## config.mk

```make
export PLATFORM = sky130hd
export DESIGN_NAME = tmpix_queue
export DESIGN_NICKNAME = d
export VERILOG_FILES = /design/src/sv/tmpix_pkg.sv /design/src/sv/tmpix_queue.sv
export SDC_FILE = /design/constraint.sdc
export NUM_CORES = 1
export LEC_CHECK = 0
export ABC_AREA = 1
export BUFFER_PORTS_ARGS = -buffer_cell sky130_fd_sc_hd__buf_2
export CAP_MARGIN = 20
export CORE_UTILIZATION = 58
export CTS_BUF_LIST = sky130_fd_sc_hd__clkbuf_8
export DETAILED_ROUTE_END_ITERATION = 10
export PLACE_DENSITY = 0.88
export SLEW_MARGIN = 25
export SYNTH_ARGS = -nofsm -noshare
export SYNTH_HDL_FRONTEND = slang
export SYNTH_SLANG_ARGS = --single-unit
export TNS_END_PERCENT = 5
```

## constraint.sdc

```tcl
create_clock -name i_clk -period 2.9 [get_ports i_clk]
set_clock_uncertainty 0.05 [all_clocks]
set_input_delay 0.29 -clock i_clk [delete_from_list [all_inputs] [get_ports i_clk]]
set_output_delay 0.29 -clock i_clk [all_outputs]
set_load 0.01 [all_outputs]
```

## src/sv/tmpix_pkg.sv

```systemverilog
`timescale 1ns / 1ps
package tmpix_pkg;

    // Tile geometry and region limits.
    localparam int TILE         = 16;
    localparam int TILE_LOG2    = 4;
    localparam int MAX_WIDTH    = 2048;
    localparam int MAX_HEIGHT   = 2048;
    localparam int TILE_COLUMNS = MAX_WIDTH / TILE;
    localparam int COL_W        = 7;
    localparam int POS_W        = 11;
    localparam int DIM_W        = 12;
    localparam int SIDE_W       = 5;
    localparam int SUM_W        = 16;
    localparam int CNT_W        = 9;
    localparam int CHANNELS     = 3;

    // Job queue between the front and the back.
    localparam int QUEUE_DEPTH  = 4;
    localparam int QPTR_W       = 2;

    // Register indexes of the configuration port.
    localparam logic REG_WIDTH  = 1'b0;
    localparam logic REG_HEIGHT = 1'b1;

    // One finished tile on its way to the divider.
    typedef struct packed {
        logic [COL_W-1:0]  tile_col;
        logic [COL_W-1:0]  tile_row;
        logic [SIDE_W-1:0] tile_width;
        logic [SIDE_W-1:0] tile_height;
        logic [SUM_W-1:0]  sum_blue;
        logic [SUM_W-1:0]  sum_green;
        logic [SUM_W-1:0]  sum_red;
        logic              frame_done;
    } t_tile_job;

    // A zero size counts as one, anything above the limit as the limit.
    function automatic logic [DIM_W-1:0] clamp_dim(input logic [DIM_W-1:0] v,
                                                   input logic [DIM_W-1:0] hi);
        logic [DIM_W-1:0] res;
        begin
            if (v == '0) begin
                res = DIM_W'(1);
            end else if (v > hi) begin
                res = hi;
            end else begin
                res = v;
            end
            return res;
        end
    endfunction

endpackage

```

## src/sv/tmpix_queue.sv

```systemverilog
`timescale 1ns / 1ps
module tmpix_queue
    import tmpix_pkg::*;
(
    input  logic            i_clk,
    input  logic            i_rst_n,
    input  logic            i_push,
    input  t_tile_job       i_job,
    input  logic            i_pop,
    output t_tile_job       o_head,
    output logic            o_nonempty,
    output logic [QPTR_W:0] o_count
);

    t_tile_job         r_slot [QUEUE_DEPTH];
    logic [QPTR_W-1:0] r_wptr, r_rptr;
    logic [QPTR_W:0]   r_count;

    // Pointers and fill level; the writer never pushes into a full queue.
    always_ff @(posedge i_clk) begin
        if (!i_rst_n) begin
            r_wptr  <= '0;
            r_rptr  <= '0;
            r_count <= '0;
        end else begin
            if (i_push) begin
                r_wptr <= r_wptr + QPTR_W'(1);
            end
            if (i_pop) begin
                r_rptr <= r_rptr + QPTR_W'(1);
            end
            r_count <= r_count + {{QPTR_W{1'b0}}, i_push} - {{QPTR_W{1'b0}}, i_pop};
        end
    end

    always_ff @(posedge i_clk) begin
        if (i_push) begin
            r_slot[r_wptr] <= i_job;
        end
    end

    assign o_head     = r_slot[r_rptr];
    assign o_nonempty = (r_count != '0);
    assign o_count    = r_count;

endmodule

```

==> summary.txt <==
Setup path
  • Delay-heaviest family, CP: flip-flops
  • Critical Path RT: 2.56 ns
  • Worst Path Class, Setup: register to output port
  • Critical path's largest stage delay: 0.65 ns
  • Crit end category: output port
  • Buf/Inv on CP: 2
  • CP Max Fanout: 116
  • Most frequent CP cell: nand2_1
  • Worst-path cell chain: buf_12 -> nand2_1 -> o211ai_1 -> nand2_1 -> buf_2
  • Crit path launch type: register
  • Data arrival time at the worst-slack endpoint: 2.26 ns
  • Slowest CP cell: dfxtp_4

Placed design
  • GPL Wtd Cong: 0.755
  • DP Area: 12900 um2
  • # port buffers: 153
  • Hpwl dp: 13300 um

Finish
  • Sequential cell area: 8960 um2
  • Share of post-route cells with drive strength above 1: 19.0%
  • Fill cell count: 1201
  • Layout area overhead: 22.0%
  • Final core utilization: 73.3%
  • Multi-input gate area: slightly above 2000 um2
  • Design area: 14500 um2
  • Fin nets: 1229

Drt
  • Vias: 7590
  • DRT antenna net count: 0
  • Drt first pass iters: 5
  • DRT Wirelength: 24400 um
  • Wirelength per Cell: 16.8 um
  • DRC: 0
  • DR vias/cell: 5.25
  • Initial DRC Count: 578

Clock network
  • CTS tree: built
  • Clk_lat worst skew: 0.53 ns
  • Gates resized, CTS repair: 0
  • CTS Buffer Depth: 3
  • CTS Hold Bufs: 75
  • Clock Sinks: 301
  • CTS Buf Count: 45
  • H-tree depth: 2
  • Register clock-pin slew on the reported worst setup and hold paths: 0.06 ns
  • Post-CTS setup buffer count: 0
  • Root buf cell: clkbuf_8

Synth
  • Yosys cell types: 15
  • Sequential area share after synthesis: between 70% and 80%
  • Synth Warn #: 0
  • Dominant cells by area after synthesis: edfxtp_1 (74%), inv_1 (5.1%), nand2_1 (4.9%)
  • Synth top area share: 74.0%
  • Cells after synthesis: between 900 and 1000
  • Syn Std Cell Area: 11900 um2
  • Synth Area per Inst: 13.1 um2
  • Synth area leader: edfxtp_1
  • Syn nets: ~990
  • FF+latch count, synth: 301

STA
  • Setup TNS: 0 ns
  • Hold slack: 0.0725 ns
  • Final number of hold-violating endpoints: 0
  • Final setup viols: 0
  • Slew Limit Headroom: 55.1%
  • Final worst path period share: 89.6%
  • RSZ-0062 raised after global routing: no
  • Highest Clock Rate: 385 MHz
  • Max Slew Vio Count: 0
  • Final Critical Period: 2.60 ns
  • Worst-margin pin slew: a little under 0.7 ns

Die
  • Top-level I/O count: 154
  • Chip width: roughly 140 um
  • Die ar.: around 21000 um2
  • Area of the core: 19700 um2
  • Initial Util: 60.1%
  • Core Rows: 51
  • DIE HEIGHT: 145 um

Global routing
  • Tot GR Track Use: 23.2%
  • Initial antenna violation count: 1
  • First-pass GRT wire length: 38100 um
  • Congestion Overflow GR: 0
  • Pin count of the biggest net entering global routing: 117
  • Vias in the first global route: 7890

Power and ir drop
  • Pwr/cell area: 639 nW/um2
  • Final total power: 9.24 mW
  • Worst vdd ir: 0.000498 V
  • P_leak: 5.78 nW

Run
  • Max-Cap Viols: 0

Status
  • Status: finished clean

Min path
  • Worst hold path type: input port to register
-- cell type report --
cell class	count	share of cell area, %
Multi-Input combinational cell	395	14.0
Tap cell	265	2.29
Timing Repair Buffer	241	11.8
Clock buffer	47	4.47
Sequential cell	301	61.9
Antenna cell	1	0.0173
Clock inverter	35	1.32
Inverter	161	4.21
-- power by group --
part           internal [mW]  switching [mW]  leakage, nW
Sequential              4.97          0.0826         2.76
Clock                   1.68            1.53        0.489
Combinational          0.378           0.598         2.53
-- logic make-up (layout without fill, tap and decap cells) --
group           Yosys count  count (layout)  share of synthesized area, %
simple gates            159             159                          5.06
other cells               0               1                             0
buf+inv                 209             484                          7.43
compound gates          229             229                          11.2
flops                   301             301                          75.5
fa+ha+maj                 7               7                         0.802
-- worst reg2reg max path, cell delays in order (launching register included) --
cell	delay, ns
dfxtp_1	0.33
ha_1	0.20
nand2_1	0.08
clkinv_2	0.51
buf_12	0.43
-- routing by layer --
layer  vias to the layer above  GRT usage, %  routed length (um)
li1                       3633             -                   -
met1                      3603          27.6                9630
met2                       302          41.2               12600
met3                        52          4.69                1530
met4                         0          9.57                 576
met5                         -             0                   0
-- path summary, 6_finish.rpt --
check,from,endpoint,slack [ns],cells after the start
setup / recovery,register,o_head[0],0.30,5
hold / removal,i_push,r_wptr[1],0.07,3
hold reg to reg,r_rptr[1],register,0.45,2
setup reg to reg,r_wptr[0],r_slot[3][28],0.98,4
-- flip-flops by register name (all words and copies together), names as in the netlist, named ones only --
register / cells
o_count: 3
r_wptr: 2
r_rptr: 2
r_slot: 292
-- placed cells by master (no fill, tap or decap), drive strengths merged --
cell type / instances
edfxtp: 292
inv: 175
buf: 166
nand2: 156
a21oi: 79
o21ai: 77
dlygate4sd3: 75
o211ai: 73
clkbuf: 47
clkinv: 19
dfxtp: 9
ha: 6
nand3: 2
bufinv: 2
diode: 1
nor2: 1
fa: 1
-- cell usage after synthesis --
cell      count
a21oi_1      79
buf_2        32
buf_4        15
clkbuf_1      1
dfxtp_1       9
edfxtp_1    292
fa_1          1
ha_1          6
inv_1       161
nand2_1     156
nand3_1       2
nor2_1        1
o211ai_1     73
o21ai_0      46
o21ai_1      31
-- stage by stage --
step	setup slack [ns]	cells
2_1_floorplan	0.419	905
3_3_place_gp	1.02	1288
3_5_place_dp	0.965	1288
4_1_cts	0.382	1445
5_1_grt	0.180	1446
6_report	0.301	1446
No activity file was read; power rests on OpenSTA's default activity.
