<file path="src/sv/tmpix_pkg.sv">
`timescale 1ns / 1ps
package tmpix_pkg;

    // Tile geometry and region limits.
    localparam int TILE         = 16;
    localparam int TILE_LOG2    = 4;
    localparam int MAX_WIDTH    = 2048;
    localparam int MAX_HEIGHT   = 2048;
    localparam int TILE_COLUMNS = MAX_WIDTH / TILE;
    localparam int COL_W        = 7;
    localparam int POS_W        = 11;
    localparam int DIM_W        = 12;
    localparam int SIDE_W       = 5;
    localparam int SUM_W        = 16;
    localparam int CNT_W        = 9;
    localparam int CHANNELS     = 3;

    // Job queue between the front and the back.
    localparam int QUEUE_DEPTH  = 4;
    localparam int QPTR_W       = 2;

    // Register indexes of the configuration port.
    localparam logic REG_WIDTH  = 1'b0;
    localparam logic REG_HEIGHT = 1'b1;

    // One finished tile on its way to the divider.
    typedef struct packed {
        logic [COL_W-1:0]  tile_col;
        logic [COL_W-1:0]  tile_row;
        logic [SIDE_W-1:0] tile_width;
        logic [SIDE_W-1:0] tile_height;
        logic [SUM_W-1:0]  sum_blue;
        logic [SUM_W-1:0]  sum_green;
        logic [SUM_W-1:0]  sum_red;
        logic              frame_done;
    } t_tile_job;

    // A zero size counts as one, anything above the limit as the limit.
    function automatic logic [DIM_W-1:0] clamp_dim(input logic [DIM_W-1:0] v,
                                                   input logic [DIM_W-1:0] hi);
        logic [DIM_W-1:0] res;
        begin
            if (v == '0) begin
                res = DIM_W'(1);
            end else if (v > hi) begin
                res = hi;
            end else begin
                res = v;
            end
            return res;
        end
    endfunction

endpackage

</file>
<file path="src/sv/tmpix_if.sv">


// Tile result channel: one item is one finished tile.
interface tmpix_tile_if;
    logic       valid;
    logic       ready;
    logic [6:0] tile_col;
    logic [6:0] tile_row;
    logic [4:0] tile_width;
    logic [4:0] tile_height;
    logic [7:0] mean_blue;
    logic [7:0] mean_green;
    logic [7:0] mean_red;
    logic       frame_done;
    modport source (output valid, tile_col, tile_row, tile_width, tile_height,
                    mean_blue, mean_green, mean_red, frame_done, input ready);
    modport sink (input valid, tile_col, tile_row, tile_width, tile_height,
                  mean_blue, mean_green, mean_red, frame_done, output ready);
endinterface

</file>
<file path="src/sv/tmpix_back.sv">
`timescale 1ns / 1ps
module tmpix_back
    import tmpix_pkg::*;
(
    input  logic       i_clk,
    input  logic       i_rst_n,
    input  t_tile_job  i_head,
    input  logic       i_nonempty,
    output logic       o_pop,
    tmpix_tile_if.source o_tile
);

    localparam logic [1:0] ST_IDLE = 2'd0;
    localparam logic [1:0] ST_DIV  = 2'd1;
    localparam logic [1:0] ST_DONE = 2'd2;

    logic [1:0]        r_state, n_state;
    logic [3:0]        r_step;
    t_tile_job         r_job;
    logic [CNT_W-1:0]  r_n;
    logic [SUM_W-1:0]  r_quo [CHANNELS];
    logic [CNT_W-1:0]  r_rem [CHANNELS];
    logic [SUM_W-1:0]  n_quo [CHANNELS];
    logic [CNT_W-1:0]  n_rem [CHANNELS];
    logic [CNT_W-1:0]  trial [CHANNELS];
    logic [7:0]        mean [CHANNELS];
    logic [CNT_W:0]    twice;
    logic [SUM_W:0]    rounded;
    logic              round_up;
    logic              out_free;

    logic              r_out_valid;
    t_tile_job         r_out_job;
    logic [7:0]        r_out_mean [CHANNELS];

    assign out_free = !r_out_valid || o_tile.ready;
    assign o_pop    = (r_state == ST_IDLE) && i_nonempty;

    // One restoring division step per cycle, three channels side by side.
    always_comb begin
        for (int c = 0; c < CHANNELS; c++) begin
            trial[c] = {r_rem[c][CNT_W-2:0], r_quo[c][SUM_W-1]};
            if (trial[c] >= r_n) begin
                n_rem[c] = trial[c] - r_n;
                n_quo[c] = {r_quo[c][SUM_W-2:0], 1'b1};
            end else begin
                n_rem[c] = trial[c];
                n_quo[c] = {r_quo[c][SUM_W-2:0], 1'b0};
            end
        end
    end

    // Round to nearest with ties to even, then saturate to eight bits.
    always_comb begin
        twice    = '0;
        rounded  = '0;
        round_up = 1'b0;
        for (int c = 0; c < CHANNELS; c++) begin
            twice    = {r_rem[c], 1'b0};
            round_up = (twice > {1'b0, r_n}) || ((twice == {1'b0, r_n}) && r_quo[c][0]);
            rounded  = {1'b0, r_quo[c]} + {{SUM_W{1'b0}}, round_up};
            mean[c]  = (rounded > (SUM_W+1)'(255)) ? 8'hFF : rounded[7:0];
        end
    end

    // Sequencer: load a tile, divide, hand over to the output register.
    always_comb begin
        n_state = r_state;
        case (r_state)
            ST_IDLE: begin
                if (i_nonempty) begin
                    n_state = ST_DIV;
                end
            end
            ST_DIV: begin
                if (r_step == 4'd0) begin
                    n_state = ST_DONE;
                end
            end
            ST_DONE: begin
                if (out_free) begin
                    n_state = ST_IDLE;
                end
            end
            default: begin
                n_state = ST_IDLE;
            end
        endcase
    end

    always_ff @(posedge i_clk) begin
        if (!i_rst_n) begin
            r_state     <= ST_IDLE;
            r_out_valid <= 1'b0;
        end else begin
            r_state <= n_state;
            if (r_state == ST_DONE && out_free) begin
                r_out_valid <= 1'b1;
            end else if (o_tile.ready) begin
                r_out_valid <= 1'b0;
            end
        end
    end

    // Division datapath.
    always_ff @(posedge i_clk) begin
        if (o_pop) begin
            r_job    <= i_head;
            r_n      <= {{(CNT_W-SIDE_W){1'b0}}, i_head.tile_width} *
                        {{(CNT_W-SIDE_W){1'b0}}, i_head.tile_height};
            r_step   <= 4'(SUM_W - 1);
            r_quo[0] <= i_head.sum_blue;
            r_quo[1] <= i_head.sum_green;
            r_quo[2] <= i_head.sum_red;
            for (int c = 0; c < CHANNELS; c++) begin
                r_rem[c] <= '0;
            end
        end else if (r_state == ST_DIV) begin
            r_step <= r_step - 4'd1;
            for (int c = 0; c < CHANNELS; c++) begin
                r_quo[c] <= n_quo[c];
                r_rem[c] <= n_rem[c];
            end
        end
    end

    // Output register.
    always_ff @(posedge i_clk) begin
        if (r_state == ST_DONE && out_free) begin
            r_out_job <= r_job;
            for (int c = 0; c < CHANNELS; c++) begin
                r_out_mean[c] <= mean[c];
            end
        end
    end

    assign o_tile.valid       = r_out_valid;
    assign o_tile.tile_col    = r_out_job.tile_col;
    assign o_tile.tile_row    = r_out_job.tile_row;
    assign o_tile.tile_width  = r_out_job.tile_width;
    assign o_tile.tile_height = r_out_job.tile_height;
    assign o_tile.mean_blue   = r_out_mean[0];
    assign o_tile.mean_green  = r_out_mean[1];
    assign o_tile.mean_red    = r_out_mean[2];
    assign o_tile.frame_done  = r_out_job.frame_done;

endmodule

</file>
<file path="src/flat_wrapper.sv">
// flat-port wrapper written by rule: the top's interface ports become plain ports
module tmpix_back_flat import tmpix_pkg::*;
  (i_clk, i_rst_n, i_head, i_nonempty, o_pop, o_tile_valid, o_tile_tile_col, o_tile_tile_row, o_tile_tile_width, o_tile_tile_height, o_tile_mean_blue, o_tile_mean_green, o_tile_mean_red, o_tile_frame_done, o_tile_ready);
  tmpix_tile_if o_tile_i ();
  input  logic i_clk;
  input  logic i_rst_n;
  input  t_tile_job i_head;
  input  logic i_nonempty;
  output logic o_pop;
  output wire logic [$bits(o_tile_i.valid)-1:0] o_tile_valid;
  output wire logic [$bits(o_tile_i.tile_col)-1:0] o_tile_tile_col;
  output wire logic [$bits(o_tile_i.tile_row)-1:0] o_tile_tile_row;
  output wire logic [$bits(o_tile_i.tile_width)-1:0] o_tile_tile_width;
  output wire logic [$bits(o_tile_i.tile_height)-1:0] o_tile_tile_height;
  output wire logic [$bits(o_tile_i.mean_blue)-1:0] o_tile_mean_blue;
  output wire logic [$bits(o_tile_i.mean_green)-1:0] o_tile_mean_green;
  output wire logic [$bits(o_tile_i.mean_red)-1:0] o_tile_mean_red;
  output wire logic [$bits(o_tile_i.frame_done)-1:0] o_tile_frame_done;
  input wire logic [$bits(o_tile_i.ready)-1:0] o_tile_ready;
  assign o_tile_valid = o_tile_i.valid;
  assign o_tile_tile_col = o_tile_i.tile_col;
  assign o_tile_tile_row = o_tile_i.tile_row;
  assign o_tile_tile_width = o_tile_i.tile_width;
  assign o_tile_tile_height = o_tile_i.tile_height;
  assign o_tile_mean_blue = o_tile_i.mean_blue;
  assign o_tile_mean_green = o_tile_i.mean_green;
  assign o_tile_mean_red = o_tile_i.mean_red;
  assign o_tile_frame_done = o_tile_i.frame_done;
  assign o_tile_i.ready = o_tile_ready;
  tmpix_back u_core (.i_clk(i_clk), .i_rst_n(i_rst_n), .i_head(i_head), .i_nonempty(i_nonempty), .o_pop(o_pop), .o_tile(o_tile_i));
endmodule
</file>
<file path="config.mk">
export PLATFORM = sky130hd
export DESIGN_NAME = tmpix_back_flat
export DESIGN_NICKNAME = d
export VERILOG_FILES = /design/src/sv/tmpix_pkg.sv /design/src/sv/tmpix_if.sv /design/src/sv/tmpix_back.sv /design/src/flat_wrapper.sv
export SDC_FILE = /design/constraint.sdc
export NUM_CORES = 1
export LEC_CHECK = 0
export BUFFER_PORTS_ARGS = -buffer_cell sky130_fd_sc_hd__buf_2
export CAP_MARGIN = 20
export CORE_MARGIN = 8
export CORE_UTILIZATION = 58
export CTS_CLUSTER_SIZE = 25
export DETAILED_ROUTE_END_ITERATION = 10
export PLACE_DENSITY = 0.81
export SKIP_LAST_GASP = 1
export SYNTH_ARGS = -nofsm -noshare
export SYNTH_HDL_FRONTEND = slang
export SYNTH_SLANG_ARGS = --single-unit
</file>
<file path="constraint.sdc">
create_clock -name i_clk -period 5.4 [get_ports i_clk]
set_clock_uncertainty 0.15 [all_clocks]
set_input_delay 1.08 -clock i_clk [delete_from_list [all_inputs] [get_ports i_clk]]
set_output_delay 1.08 -clock i_clk [all_outputs]
set_load 0.02 [all_outputs]
</file>
==> flow_summary.yaml, run 1 <==
status:
  status: "completed"
pwr:
  seq_power_share_pct: 42.3
  p_switching_mw: 1.23
  power.share.clock_pct: 32.5
  p_sw_share_pct: 31.8
  power_mw: 3.87
  power_density_nw_per_um2: 368
  p_leak_nw: 4.50
  irDropWorstVdd_v: 0.000256
  p_comb_share_pct: 25.2
  power.internal_mw: 2.64
drt:
  routed_via_density: 5.72
  vias: 6673
  ant_nets: 0
  drtIter0Drc: 436
  drc_errors: 0
  post_drt_wl_per_cell_um: 16.9
  drt_wl_total_um: 19700
  firstDrtPassIters: 5
clock_network:
  h-tree-depth: 4
  cts.repair.resized: 0
  cts_buffers: 17
  cts_buffer_depth: 2
  root_buffer: "clkbuf_16"
  cts_hold_buf: 0
  cts_tree: "done"
  numClockSinks: 165
  clk_latency_ps: 430
  cts_post_setup_buffers_inserted: 0
  path_clk_slew_ps: 70
synthesis:
  postSynthAreaPerCell_um2: 10.8
  yosysMostFrequentCell: "nand2_1"
  synth_area_um2: 9050
  synth_ff_type: "edfxtp_1"
  netlist_top_cells_area: "edfxtp_1 52%, nand2_1 7.9%, ha_1 7.1%"
  synth_cell_type_count: 56
  synth_commonest_cells: "190 x nand2_1, 158 x edfxtp_1, 51 x ha_1, 46 x nor2_1, 41 x inv_1"
  yosys.area.top_type: "edfxtp_1"
  synth_edf_count: 158
  synth-seq-cells: 165
  synthArstFlopShare_pct: 0
  yosysWarningCount: 0
  syn_inst: 839
  seq_area_frac_synth_pct: 54.0
  synthesis.nets: 978
  yosysTopAreaCellShare_pct: 52.4
critical_path:
  worstSetupStartpointType: "flip-flop"
  crit_slowest_cell: "edfxtp_1"
  cp.required_ps: 5410
  crit_path_frequent_cell: "ha_1"
  path_buf_inv: 1
  crit_type: "flip-flop to flip-flop"
  worstPathArrival_ps: 4340
  reg2reg_to: "u_core.r_out_mean[0][3]"
  r2r_start: "u_core.r_n[1]"
  reg2reg_slack_ps: 1060
  r2r_cells: 16
  crit_chain: "inv_1 -> ha_1 -> nor2b_1 -> o21ai_0 -> a21oi_1 -> or4_1 -> a211oi_1 -> o21bai_1 -> ha_1 -> ha_1 -> and3_1 -> nand3_1 -> mux2i_1 -> nand4b_1 -> nor4_4 -> o21ai_0"
  critical_path.top_delay_family: "simple AND/OR/NAND/NOR gates"
  cp_max_fo: 8
  endpoint_kind: "flip-flop"
  slowest_delay_ps: 490
floorplan:
  die_y_um: 141
  start_util_pct: 59.5
  die_w_um: 141
  die-area_um2: 19800
  ios: 128
  core_um2: 15200
  num_rows: 45
timing:
  fmax_mhz: 231
  finalHoldViolCount: 0
  fin_crit_sh_pct: 80.3
  grt_setup_unrepaired: "false"
  slew_viol_final: 0
  slew_headroom_pct: 29.0
  setup_violations: 0
  finalSetupTns_ps: 0
  tightest_slew_ps: 1060
  min_period_ps: 4340
global_route:
  grt_pass1_wl_um: 32200
  use_met1_pct: 25.0
  grt_use_met2_pct: 34.6
  grt_pass1_vias: 6522
  grt_max_degree: 84
  overflow: 0
  top_usage_layer: "met2"
  grt.total_usage_pct: 20.3
  antenna_found_initial: 0
  globalRouteMet3Util_pct: 4.49
flow_run:
  cap_violations: 0
hold_path:
  hold_start: "u_core.r_job[60]"
  hold_depth: 0
  hold_end: "u_core.o_tile.tile_row[1]"
  min_path_type: "flip-flop to flip-flop"
placement:
  hpwl_um: 13700
  gp_congestion: 0.842
  numPortBuffers: 127
finish:
  seqCellArea_um2: 4880
  antenna_cells: 0
  fillers: 1094
  drive_above_1_share_pct: 18.3
  multi_input_area_um2: 3940
  nets: 1105
  area_growth_pct: 16.2
kinds of logic (layout without fill, tap and decap cells):
kind of cell               Yosys count  count (layout)  synth area share, %
DFF                                165             165                 54.0
muxes                               20              20                 2.23
and+or+nand+nor                    366             366                 18.9
adders and majority gates           62              62                 9.49
buffers and inverters               65             205                 2.77
AOI/OAI and AO/OA                  116             116                 8.24
xor gates and xnor gates            45              45                 4.36
power by group through the flow:
stage	clock network, mW	registers, mW	logic [mW]
global placement	0	1.66	0.922
global route	1.32	1.65	1.10
CTS	1.27	1.64	0.968
finish	1.26	1.64	0.975
detailed placement	0	1.66	0.953
floorplan	0	1.64	0.754
sequential cells by signal (all words and copies together) (netlist names):
| signal | count |
|---|---|
| u_core.r_job | 25 |
| u_core.o_tile.tile_row | 7 |
| u_core.o_tile.valid | 1 |
| u_core.o_tile.tile_col | 7 |
| u_core.o_tile.tile_width | 5 |
| u_core.r_rem | 27 |
| u_core.r_state | 2 |
| u_core.r_out_mean | 24 |
| u_core.r_step | 4 |
| u_core.o_tile.frame_done | 1 |
| u_core.o_tile.tile_height | 5 |
| u_core.r_quo | 48 |
| u_core.r_n | 9 |
worst max-delay path by stage:
stage / start / endpoint / slack [ps] / cells after the start
3_5_place_dp: i_head[53] / u_core.r_n[8] / 1000 / 13
5_1_grt: u_core.r_n[1] / u_core.r_out_mean[0][3] / 730 / 16
3_3_place_gp: i_head[53] / u_core.r_n[8] / 1110 / 13
2_1_floorplan: i_head[54] / u_core.r_n[8] / 1340 / 12
6_report: u_core.r_n[1] / u_core.r_out_mean[0][3] / 1060 / 16
4_1_cts: u_core.r_n[1] / u_core.r_out_mean[0][3] / 1080 / 16
area by class of cell:
type	instances	share of cell area (%)
inverter	41	1.46
timing repair buffer	132	6.40
clock inverter	15	1.92
multi-input combinational	609	37.5
clock buffer	17	4.05
tap	188	2.24
sequential	165	46.5
worst reg2reg max path: cells and delay by family (launching register included):
family	cells	cell delay (ps)
multiplexers	1	190
buffers and inverters	1	150
AO/OA/AOI/OAI	5	790
AND/OR/NAND/NOR	6	1540
flip-flops	1	490
adder cells (fa/ha/maj)	3	750
cells in the final DEF (no fill, tap or decap), types with 4 or more instances in the layout:
| master | netlist | final |
|---|---|---|
| a211oi_1 | 11 | 10 |
| a21o_1 | 4 | 4 |
| a21oi_1 | 29 | 29 |
| a31oi_1 | 5 | 5 |
| and2_1 | 14 | 14 |
| and3_1 | 7 | 7 |
| and4_1 | 4 | 4 |
| buf_2 | 5 | 127 |
| buf_4 | 0 | 5 |
| clkbuf_16 | 0 | 17 |
| clkinv_8 | 0 | 4 |
| dfxtp_1 | 7 | 7 |
| edfxtp_1 | 158 | 158 |
| fa_1 | 11 | 11 |
| ha_1 | 51 | 51 |
| inv_1 | 41 | 41 |
| inv_8 | 0 | 5 |
| mux2i_1 | 19 | 19 |
| nand2_1 | 190 | 189 |
| nand2b_1 | 14 | 13 |
| nand3_1 | 27 | 27 |
| nand4_1 | 10 | 10 |
| nor2_1 | 46 | 46 |
| nor2b_1 | 17 | 15 |
| nor3_1 | 12 | 12 |
| nor4_1 | 7 | 7 |
| o21a_1 | 4 | 4 |
| o21ai_0 | 25 | 25 |
| o21bai_1 | 4 | 4 |
| o31ai_1 | 7 | 7 |
| or2_2 | 4 | 4 |
| xnor2_1 | 26 | 26 |
| xor2_1 | 19 | 19 |
per-layer routing:
metal	routed length [um]	part of all wire [%]
met3	1180	6.0
met5	0	0
met4	384	2.0
met2	9920	50
met1	8200	42
per-stage QoR:
step	setup WS (ps)	cells	hold WS, ps	area (um^2)	utilization (%)
3_3_place_gp	1110	1134	250	9880	65.0
2_1_floorplan	1340	839	250	9050	-
6_report	1060	1167	272	10500	69.2
5_1_grt	735	1167	277	10500	69.2
4_1_cts	1080	1166	271	10500	69.1
3_5_place_dp	998	1134	255	9880	65.0
(Power assumes the default switching activity.)
==> inputs of run 2 (changes only) <==
--- a/config.mk
+++ b/config.mk
@@ -5,13 +5,14 @@
 export SDC_FILE = /design/constraint.sdc
 export NUM_CORES = 1
 export LEC_CHECK = 0
+export ABC_AREA = 1
 export BUFFER_PORTS_ARGS = -buffer_cell sky130_fd_sc_hd__buf_2
 export CAP_MARGIN = 20
 export CORE_MARGIN = 8
-export CORE_UTILIZATION = 58
+export CORE_UTILIZATION = 53
 export CTS_CLUSTER_SIZE = 25
 export DETAILED_ROUTE_END_ITERATION = 10
-export PLACE_DENSITY = 0.81
+export PLACE_DENSITY = 0.77
 export SKIP_LAST_GASP = 1
 export SYNTH_ARGS = -nofsm -noshare
 export SYNTH_HDL_FRONTEND = slang
==> constraint.sdc (replaced) <==
create_clock -name i_clk -period 3.5 [get_ports i_clk]
set_clock_uncertainty 0.15 [all_clocks]
set_input_delay 0.7 -clock i_clk [delete_from_list [all_inputs] [get_ports i_clk]]
set_output_delay 0.7 -clock i_clk [all_outputs]
set_load 0.02 [all_outputs]
==> run 2 against run 1 <==
Against the previous run:
- synthesized cell count grew 30%
- critical endpoint is now u_core.r_out_mean[0][11]
- fmax increased by 29%
- clock power rose by 49%
- sequential cell count unchanged
- first-iteration DRC count is 3.9% lower
- worst setup slack got worse by 920 ps
==> flow_summary.yaml, run 2 <==
drt:
  met3_wirelength_um: 1270
  drt_wl_total_um: 22200
  drtIter0Drc: 419
  firstDrtPassIters: 5
  post_drt_wl_per_cell_um: 14.8
  wl_met2_um: 11300
  drc_errors: 0
  m1WireLength_um: 9460
  ant_nets: 0
  vias: 7872
  top_layer: "met4"
  routed_via_density: 5.24
global_route:
  grt_max_degree: 84
  grt_pass1_vias: 7623
  overflow: 0
  grt.total_usage_pct: 19.4
  grt_pass1_wl_um: 35700
  antenna_found_initial: 0
placement:
  gp_congestion: 0.905
  numPortBuffers: 127
  hpwl_um: 16000
clock_network:
  cts_buffers: 17
  numClockSinks: 165
  cts_buffer_depth: 2
  cts_hold_buf: 0
  root_buffer: "clkbuf_16"
  path_clk_slew_ps: 70
  cts_tree: "done"
  h-tree-depth: 4
  clk_latency_ps: 420
finish:
  largest_registers: "u_core.r_quo: 48 flops, u_core.r_rem: 27 flops, u_core.r_job: 25 flops"
  layout_commonest_cell: "nand2_1"
  antenna_cells: 0
  drive_above_1_share_pct: 20.7
  fillers: 1451
  post-route-util_pct: 64.8
  area_growth_pct: 19.9
  mostFrequentLayoutCells: "325 x nand2_1, 158 x edfxtp_1, 127 x buf_2"
  largest_reg_flops: 48
  multi_input_area_um2: 4440
  regMostFlops: "u_core.r_quo"
  nets: 1399
  seqCellArea_um2: 4880
synthesis:
  yosys.area.top_type: "edfxtp_1"
  synth_ff_type: "edfxtp_1"
  yosysMostFrequentCell: "nand2_1"
  synth_area_um2: 9700
  synth_commonest_cells: "329 x nand2_1, 158 x edfxtp_1, 130 x inv_1, 119 x nor2_1, 63 x nand3_1"
  syn_inst: 1093
  synthArstFlopShare_pct: 0
  yosysWarningCount: 0
  yosysTopAreaCellShare_pct: 48.9
  synthesis.nets: 1232
  synth_cell_type_count: 42
  seq_area_frac_synth_pct: 50.4
  netlist_top_cells_area: "edfxtp_1 49%, nand2_1 13%, ha_1 6.6%"
  synth-seq-cells: 165
  synth_edf_count: 158
  postSynthAreaPerCell_um2: 8.87
flow_run:
  cap_violations: 0
critical_path:
  worstPathArrival_ps: 3370
  reg2reg_slack_ps: 140
  critPathLaunch: "u_core.r_rem[0][11]"
  worstSetupStartpointType: "flip-flop"
  r2r_start: "u_core.r_rem[0][11]"
  crit_type: "flip-flop to flip-flop"
  r2r_cells: 18
  cp_max_fo: 8
  endpoint_kind: "flip-flop"
  reg2reg_to: "u_core.r_out_mean[0][11]"
  cp.required_ps: 3510
pwr:
  power_mw: 6.25
  p_leak_nw: 5.17
  power_density_nw_per_um2: 537
  irDropWorstVdd_v: 0.000446
hold_path:
  hold_start: "u_core.r_job[67]"
  hold_end: "u_core.o_tile.tile_col[1]"
  hold_depth: 0
  min_path_type: "flip-flop to flip-flop"
timing:
  finalHoldViolCount: 0
  finalSetupTns_ps: 0
  tightest_slew_ps: 762
  fmax_mhz: 298
  setup_violations: 0
  slew_headroom_pct: 49.2
  min_period_ps: 3360
  fin_crit_sh_pct: 96.0
  slew_viol_final: 0
floorplan:
  die_y_um: 151
  num_rows: 49
  core_um2: 18000
  start_util_pct: 54.0
  die_w_um: 151
  ios: 128
  die-area_um2: 22900
status:
  status: "completed"
-- run 2: worst max-delay path, stage by stage (launching register included) --
cell and delay (ps):
edfxtp_1 420, ha_1 400, a21oi_2 200, nor2_1 50, o21ai_0 150, o211ai_1 110, o21ai_1 160, inv_1 100
ha_4 180, ha_2 170, nand2_1 110, nor2_2 70, nand2_2 80, nor2_2 40, buf_4 120, o21ai_2 110
nand3_2 120, nor2_4 250, nand3_1 110
-- run 2: cells by family (layout without fill, tap and decap cells) --
kind of cell,Yosys count,count (layout),synth area share [%]
compound gates,94,94,5.22
xor+xnor,41,41,3.70
fa+ha+maj,62,62,8.85
buf+inv,149,329,5.91
flops,165,165,50.4
simple gates,582,582,26.0
-- run 2: per-stage QoR --
step                      area, um^2  cells  worst slack, ps  hold WS (ps)
final                          11600   1502              140           270
after global routing           11600   1502            -64.6           269
after CTS                      11400   1496             86.6           270
after detailed placement       10800   1464             -194           255
after global placement         10800   1464             -149           250
after floorplan                 9720   1093            0.753           250
-- run 2: report_power, final --
group	switching [mW]	total [mW]	internal (mW)
sequential	0.144	2.54	2.39
clock	0.815	1.88	1.07
combinational	1.13	1.83	0.699
total	2.09	6.25	4.16
-- run 2: final cells by class --
cell class | count | area share (%)
multi-input combinational | 779 | 38.2
inverter | 132 | 4.26
clock inverter | 15 | 1.44
clock buffer | 17 | 3.66
sequential | 165 | 42.0
timing repair buffer | 165 | 8.02
tap | 229 | 2.46
-- run 2: how the worst max path moves through the flow --
stage	endpoint	slack (ps)	depth (start not counted)
6_report	u_core.r_out_mean[0][11]	140	18
2_1_floorplan	u_core.r_n[7]	0.8	11
4_1_cts	u_core.r_out_mean[0][10]	90	20
5_1_grt	u_core.r_out_mean[0][12]	-60	19
3_3_place_gp	u_core.r_n[7]	-150	12
3_5_place_dp	u_core.r_n[7]	-190	12
-- run 2: timing repair --
action / in CTS / in global routing
setup buffers: 0 / 6
setup endpoints to repair: 0 / 24
resized for setup: 0 / 36
-- run 2: metal layers --
metal  vias up  track usage, %
met5         -               0
met4         0            4.60
met3        20            3.67
met2       222            33.2
met1      3673            24.7
li1       3957               -
